<file path="src/rtl/pcpa_pkg.sv">
`default_nettype none
// ----------------------------------------------------------------------------
// pcpa_pkg
// Shared types, register indexes, status codes and the microcode program
// of the per-CPU page free-list allocator.
// ----------------------------------------------------------------------------
package pcpa_pkg;

    // Default sizing
    localparam int DEF_CPU_COUNT  = 8;
    localparam int DEF_PAGE_BYTES = 4096;
    localparam int DEF_PAGE_COUNT = 32768;

    // Configuration register map
    localparam int CFG_IDX_W = 2;
    localparam int CFG_DATA_W = 32;
    localparam logic [CFG_IDX_W-1:0] REG_REGION_LOW  = 2'd0;
    localparam logic [CFG_IDX_W-1:0] REG_REGION_HIGH = 2'd1;
    localparam logic [CFG_IDX_W-1:0] REG_STEAL_LIMIT = 2'd2;

    localparam logic [31:0] RST_REGION_LOW  = 32'd0;
    localparam logic [31:0] RST_REGION_HIGH = 32'd134217728;
    localparam logic [7:0]  RST_STEAL_LIMIT = 8'd10;

    // Commands
    localparam logic CMD_FREE  = 1'b0;
    localparam logic CMD_ALLOC = 1'b1;

    // Result status codes
    typedef enum logic [1:0] {
        ST_FREED     = 2'd0,
        ST_ALLOCATED = 2'd1,
        ST_NONE      = 2'd2,
        ST_BAD       = 2'd3
    } status_t;

    // Request and result payloads
    typedef struct packed {
        logic        command;
        logic [2:0]  cpu_id;
        logic [31:0] page_address;
    } request_t;

    typedef struct packed {
        logic [1:0]  status;
        logic [31:0] result_address;
    } result_t;

    // Microcode
    localparam int UPC_W = 4;
    typedef logic [UPC_W-1:0] upc_t;

    localparam upc_t U_IDLE   = 4'd0;
    localparam upc_t U_DEC    = 4'd1;
    localparam upc_t U_FCHK   = 4'd2;
    localparam upc_t U_FPUSH  = 4'd3;
    localparam upc_t U_ACHK   = 4'd4;
    localparam upc_t U_ATEST  = 4'd5;
    localparam upc_t U_STEST  = 4'd6;
    localparam upc_t U_SSKIP  = 4'd7;
    localparam upc_t U_SMOVE  = 4'd8;
    localparam upc_t U_POP    = 4'd9;
    localparam upc_t U_POPW   = 4'd10;
    localparam upc_t U_NEXT   = 4'd11;
    localparam upc_t U_BAD    = 4'd12;
    localparam upc_t U_NONE   = 4'd13;

    typedef enum logic [3:0] {
        C_NEVER,
        C_ALWAYS,
        C_NOSTART,
        C_ALLOC,
        C_BADFREE,
        C_CPUBAD,
        C_TOP_VALID,
        C_TOP_EMPTY,
        C_STEAL_DONE,
        C_OTHER_SKIP
    } cond_sel_t;

    typedef enum logic [1:0] {
        HR_NONE,
        HR_CPU,
        HR_OTHER
    } hd_rd_t;

    typedef enum logic [1:0] {
        HW_NONE,
        HW_FREE,
        HW_STEAL,
        HW_POP
    } hd_wr_t;

    typedef enum logic [1:0] {
        LR_NONE,
        LR_HEAD,
        LR_TOP
    } ln_rd_t;

    typedef enum logic [1:0] {
        LW_NONE,
        LW_FREE,
        LW_STEAL
    } ln_wr_t;

    typedef struct packed {
        cond_sel_t cond;
        upc_t      target;
        hd_rd_t    hd_rd;
        hd_wr_t    hd_wr;
        ln_rd_t    ln_rd;
        ln_wr_t    ln_wr;
        logic      alloc_init;
        logic      steal_push;
        logic      other_inc;
        logic      emit;
        status_t   emit_status;
    } ctrl_t;

    // Datapath status seen by the sequencer
    typedef struct packed {
        logic alloc;
        logic bad_free;
        logic cpu_bad;
        logic top_valid;
        logic steal_done;
        logic other_skip;
    } flags_t;

    function automatic ctrl_t uc_rom(input upc_t addr);
        ctrl_t w;
        w.cond        = C_NEVER;
        w.target      = U_IDLE;
        w.hd_rd       = HR_NONE;
        w.hd_wr       = HW_NONE;
        w.ln_rd       = LR_NONE;
        w.ln_wr       = LW_NONE;
        w.alloc_init  = 1'b0;
        w.steal_push  = 1'b0;
        w.other_inc   = 1'b0;
        w.emit        = 1'b0;
        w.emit_status = ST_FREED;
        case (addr)
            U_IDLE:
            begin
                w.cond   = C_NOSTART;
                w.target = U_IDLE;
            end
            U_DEC:
            begin
                w.hd_rd  = HR_CPU;
                w.cond   = C_ALLOC;
                w.target = U_ACHK;
            end
            U_FCHK:
            begin
                w.cond   = C_BADFREE;
                w.target = U_BAD;
            end
            U_FPUSH:
            begin
                w.ln_wr       = LW_FREE;
                w.hd_wr       = HW_FREE;
                w.emit        = 1'b1;
                w.emit_status = ST_FREED;
                w.cond        = C_ALWAYS;
                w.target      = U_IDLE;
            end
            U_ACHK:
            begin
                w.alloc_init = 1'b1;
                w.cond       = C_CPUBAD;
                w.target     = U_NONE;
            end
            U_ATEST:
            begin
                w.cond   = C_TOP_VALID;
                w.target = U_POP;
            end
            U_STEST:
            begin
                w.hd_rd  = HR_OTHER;
                w.cond   = C_STEAL_DONE;
                w.target = U_POP;
            end
            U_SSKIP:
            begin
                w.ln_rd  = LR_HEAD;
                w.cond   = C_OTHER_SKIP;
                w.target = U_NEXT;
            end
            U_SMOVE:
            begin
                w.hd_wr      = HW_STEAL;
                w.ln_wr      = LW_STEAL;
                w.steal_push = 1'b1;
                w.cond       = C_ALWAYS;
                w.target     = U_STEST;
            end
            U_POP:
            begin
                w.ln_rd  = LR_TOP;
                w.cond   = C_TOP_EMPTY;
                w.target = U_NONE;
            end
            U_POPW:
            begin
                w.hd_wr       = HW_POP;
                w.emit        = 1'b1;
                w.emit_status = ST_ALLOCATED;
                w.cond        = C_ALWAYS;
                w.target      = U_IDLE;
            end
            U_NEXT:
            begin
                w.other_inc = 1'b1;
                w.cond      = C_ALWAYS;
                w.target    = U_STEST;
            end
            U_BAD:
            begin
                w.emit        = 1'b1;
                w.emit_status = ST_BAD;
                w.cond        = C_ALWAYS;
                w.target      = U_IDLE;
            end
            U_NONE:
            begin
                w.emit        = 1'b1;
                w.emit_status = ST_NONE;
                w.cond        = C_ALWAYS;
                w.target      = U_IDLE;
            end
            default:
            begin
                w.cond   = C_ALWAYS;
                w.target = U_IDLE;
            end
        endcase
        return w;
    endfunction

endpackage
`default_nettype wire

</file>
<file path="src/rtl/pcpa_seq.sv">
`default_nettype none
// ----------------------------------------------------------------------------
// pcpa_seq
// Microcode sequencer: step counter, control word lookup and
// conditional jumps.
// ----------------------------------------------------------------------------
module pcpa_seq (
    input  wire logic              clk,
    input  wire logic              rst_n,
    input  wire logic              start,
    input  wire pcpa_pkg::flags_t  flags,
    output pcpa_pkg::ctrl_t        ctrl,
    output logic                   busy
);

    pcpa_pkg::upc_t upc_reg;
    pcpa_pkg::upc_t upc_next;
    logic           take;

    always_comb
    begin
        ctrl = pcpa_pkg::uc_rom(upc_reg);
        busy = (upc_reg != pcpa_pkg::U_IDLE);
    end

    // Evaluate the jump condition of the current step
    always_comb
    begin
        case (ctrl.cond)
            pcpa_pkg::C_NEVER:      take = 1'b0;
            pcpa_pkg::C_ALWAYS:     take = 1'b1;
            pcpa_pkg::C_NOSTART:    take = !start;
            pcpa_pkg::C_ALLOC:      take = flags.alloc;
            pcpa_pkg::C_BADFREE:    take = flags.bad_free;
            pcpa_pkg::C_CPUBAD:     take = flags.cpu_bad;
            pcpa_pkg::C_TOP_VALID:  take = flags.top_valid;
            pcpa_pkg::C_TOP_EMPTY:  take = !flags.top_valid;
            pcpa_pkg::C_STEAL_DONE: take = flags.steal_done;
            pcpa_pkg::C_OTHER_SKIP: take = flags.other_skip;
            default:                take = 1'b1;
        endcase
        upc_next = take ? ctrl.target : upc_reg + pcpa_pkg::UPC_W'(1);
    end

    always_ff @(posedge clk or negedge rst_n)
    begin
        if (!rst_n)
        begin
            upc_reg <= pcpa_pkg::U_IDLE;
        end
        else
        begin
            upc_reg <= upc_next;
        end
    end

endmodule
`default_nettype wire

</file>
<file path="config.mk">
export PLATFORM = sky130hd
export DESIGN_NAME = pcpa_seq
export DESIGN_NICKNAME = d
export VERILOG_FILES = /design/src/rtl/pcpa_pkg.sv /design/src/rtl/pcpa_seq.sv
export SDC_FILE = /design/constraint.sdc
export NUM_CORES = 1
export LEC_CHECK = 0
export BUFFER_PORTS_ARGS = -buffer_cell sky130_fd_sc_hd__buf_2
export CORE_UTILIZATION = 33
export CTS_CLUSTER_SIZE = 28
export DETAILED_ROUTE_END_ITERATION = 16
export GPL_TIMING_DRIVEN = 0
export PLACE_DENSITY = 0.64
export SYNTH_ARGS = -nofsm -noshare
export SYNTH_HDL_FRONTEND = slang
export SYNTH_SLANG_ARGS = --single-unit
</file>
<file path="constraint.sdc">
create_clock -name clk -period 3 [get_ports clk]
set_input_delay 0.6 -clock clk [delete_from_list [all_inputs] [get_ports clk]]
set_output_delay 0.6 -clock clk [all_outputs]
set_load 0.01 [all_outputs]
</file>
## After elaboration in Yosys (flattened, before gate mapping)

Index checks and enable logic that the tools add are counted.

- Add/subtract/negate cells: 1
- Equality and inequality tests: 21
- Mux-type cells: 11
- Reduce and logical (&&, ||, !) cells: 6

Operators by type and width:

| kind | number |
|---|---|
| 8-bit case mux with 9 select lines | 1 |
| 4-bit by 3-bit == test with 1-bit output (second input constant) | 8 |
| 4-bit == test (second input constant) | 8 |
| 4-bit by 2-bit == test with 1-bit output (second input constant) | 4 |
| 2-bit case mux with 2 select lines | 3 |
| 3-bit case mux with 4 select lines | 1 |
| 1-bit case mux with 9 select lines | 1 |
| 4-bit logical NOT | 2 |
| 2-bit case mux with 3 select lines | 1 |
| 4-bit by 1-bit adder with 4-bit output (second input constant) | 1 |
| 4-bit by 1-bit == test with 1-bit output (second input constant) | 1 |
| 4-bit 2-to-1 mux | 1 |
| 4-bit nonzero test | 1 |
| 1-bit 2-to-1 mux | 3 |
| 1-bit logical NOT | 2 |
| 2-bit OR reduction | 1 |

- Register bits: 4
- Input port bits: 9
- Output and inout bits: 23
- Logic and storage cells: 40

## Logic depth before layout (Yosys ltp)

- Depth after elaboration: 6
- Gate-level depth with buffers: 9
- Gate-level depth less buffers: 8

## Least setup slack after synthesis

OpenSTA, ideal clock, no wires.

- Path type: flip-flop to flip-flop
- Start point: reg upc_reg[0]
- End point: reg upc_reg[0]
- Library setup time: 0.128 ns
- Arrival: 2.100 ns
- Data required time: 2.872 ns
- Path slack: 0.773 ns
- Stages on the path, launching flop included: 9
- Path buffers: 1
- Clock period less this slack: 2.227 ns
- Cell sequence: dfrtp_1 inv_1 ha_1 buf_6 or2_2 a31oi_4 a21oi_2 a211oi_4 mux2_1

RTL lines:

| what | line | text |
|---|---|---|
| from (decl) | pcpa_seq.sv:16 | `pcpa_pkg::upc_t upc_reg;` |
| from (signal assigned) | pcpa_seq.sv:49 | `upc_reg <= pcpa_pkg::U_IDLE;` |
| from (signal assigned) | pcpa_seq.sv:53 | `upc_reg <= upc_next;` |

==> metrics.yaml <==
status: "complete, no violations"
grt_max_degree: 11
yosysWarnings: 0
syn2layout_area_growth_pct: 29.5
ant_nets: 0
postCtsSetupRepairBufs: 0
worst_slew_pin_slew_ns: 0.341
nFillCells: 220
synth_top_area_cell: "dfrtp_1"
drt_wl_total_mm: 1.86
required_ns: 2.40
rows: 16
io_pins: 32
ys_types: 39
dr_wl_met3_um: 80
hold_path.class: "input port to async pin"
timing.fmax_mhz: 398
maxSlewViolCount: 0
die_x_um: 48.6
synth_common_cells: "9 x and2_1, 9 x nor2_1, 8 x nand2_1"
routed_via_density: 5.07
peakVddDrop_v: 0.000651
period_needed_ns: 2.51
fin_worst_skew_ns: 0.000177
wire_per_inst_um: 12.5
postPlaceCellArea_um2: 906
drtPass1Iterations: 3
arrival_ns: 1.91
regToRegEndpoint: "upc_reg[1]$_DFF_PN0_"
reg2reg_from: "upc_reg[0]$_DFF_PN0_"
top_layer_used: "met3"
syn-cell-area_um2: 717
largest_register_ffs: 4
core_um2: 2000
num_vias: 756
synth-edff-count: 0
critPathKind: "register to output pin"
grt_setup_unrepaired: "false"
holdBufCountCts: 0
grt_pass1_wl_mm: 3.29
die_h_um: 48.6
die-area_um2: 2360
grt_usage_pct: 17.7
grt_pass1_vias: 751
antenna_found_initial: 0
synth_nets: 101
rrSetupSlack_ns: 0.58
power_density_nw_per_um2: 1360
finalSetupTns_ns: 0
cts_buffer_depth: 2
gp_congestion: 0.809
met1Wirelength_um: 886
cts_root_buffer: "clkbuf_4"
finalCritPeriodShare_pct: 83.8
p_leak_nw: 0.478
drt-initial-drc-count: 7
route.met2.wl_um: 890
start_util_pct: 35.8
finalSetupViolCount: 0
num_antenna_cells: 0
hpwl_mm: 1.48
syn_inst: 88
worstSetupEndpointType: "output pin"
yosysTopAreaCellShare_pct: 14.0
cts_buffers: 3
r2r_cells: 8
post_cts_resized: 0
clk_pin_slew_ns: 0.03
drive_above_1_share_pct: 42.6
cts_tree: "yes"
drc_errors: 0
cap_violations: 0
async_reset_ff_share_pct: 100
ys_seq_elements: 4
ys_seq_area_share_pct: 14.0
clock_sinks: 4
critPathMaxFanout: 10
clock_latency_ns: 0.23
grt-ovfl-total: 0
ys.flop_type: "dfrtp_1"
final_cell_area_um2: 928
port_buffers: 31
cts_max_level: 1
syn_area_per_cell_um2: 8.15
synthTopCellsByArea: "dfrtp_1 14%, and2_1 7.9%, ha_1 7.0%, mux2_1 6.3%, nor2_1 4.7%"
max_slew_margin_pct: 77.2
hold_slack_ns: 0.168
crit_path_start_kind: "register"
nets: 137
hold_viol: 0
==> cell families after synthesis <==
kind of cell / after synthesis / synth area share, %
and+or+nand+nor: 38 / 27.2
AOI/OAI and AO/OA: 22 / 29.5
buffers and inverters: 11 / 9.25
muxes: 7 / 10.6
adders and majority gates: 4 / 6.98
DFF: 4 / 14.0
xor gates and xnor gates: 2 / 2.44
==> critical path, stage by stage, from the launching register on <==
cell and delay (ns):
dfrtp_1 0.39, inv_1 0.09, ha_1 0.28, buf_6 0.17
or2_2 0.31, a31oi_4 0.27, buf_2 0.18
==> power by group <==
part	total, mW	switching, mW	internal, mW
combinational	1.08	0.602	0.481
sequential	0.118	0.0316	0.0867
clock	0.0643	0.0197	0.0446
==> metrics by stage <==
step	util, %	total power [mW]	setup slack (ns)	cells
2_1_floorplan	-	0.913	0.773	88
3_3_place_gp	45.3	1.18	0.636	146
3_5_place_dp	45.3	1.20	0.591	146
4_1_cts	46.4	1.27	0.475	149
5_1_grt	46.4	1.39	0.351	149
6_report	46.4	1.27	0.486	149
==> layer usage <==
layer  vias to the layer above  global-route usage (%)
met3                         0                    2.83
met4                         0                    7.35
li1                        374                       -
met1                       360                    22.6
met5                         -                       0
met2                        22                    29.2
==> how the worst max path moves through the flow <==
stage | startpoint | end | slack [ns] | depth (start not counted)
finish | upc_reg[0]$_DFF_PN0_ | ctrl[18] | 0.49 | 6
global route | upc_reg[0]$_DFF_PN0_ | ctrl[16] | 0.35 | 8
CTS | upc_reg[0]$_DFF_PN0_ | ctrl[18] | 0.48 | 6
detailed placement | upc_reg[0]$_DFF_PN0_ | upc_reg[1]$_DFF_PN0_ | 0.59 | 8
global placement | upc_reg[0]$_DFF_PN0_ | upc_reg[1]$_DFF_PN0_ | 0.64 | 8
floorplan | upc_reg[0]$_DFF_PN0_ | upc_reg[0]$_DFF_PN0_ | 0.77 | 8
==> cell type report <==
| cell class | count | area [um^2] | area share [%] |
|---|---|---|---|
| multi-input combinational | 73 | 551 | 59.3 |
| inverter | 6 | 22.5 | 2.43 |
| tap | 27 | 33.8 | 3.64 |
| buffer | 5 | 43.8 | 4.72 |
| clock buffer | 3 | 22.5 | 2.43 |
| sequential | 4 | 100 | 10.8 |
| timing repair buffer | 31 | 155 | 16.7 |
==> cell usage in the layout (no fill, tap or decap), types with 2 or more instances in the layout <==
master / count
nor2b_1: 3
ha_1: 4
inv_1: 6
a21oi_1: 3
nand2_1: 8
nand3_1: 2
dfrtp_1: 4
nand2b_1: 2
mux2i_1: 2
buf_2: 33
nor2_1: 9
clkbuf_4: 3
o211ai_1: 2
buf_6: 3
or2_2: 2
mux2_1: 4
and2_1: 9
(Power assumes the default switching activity.)
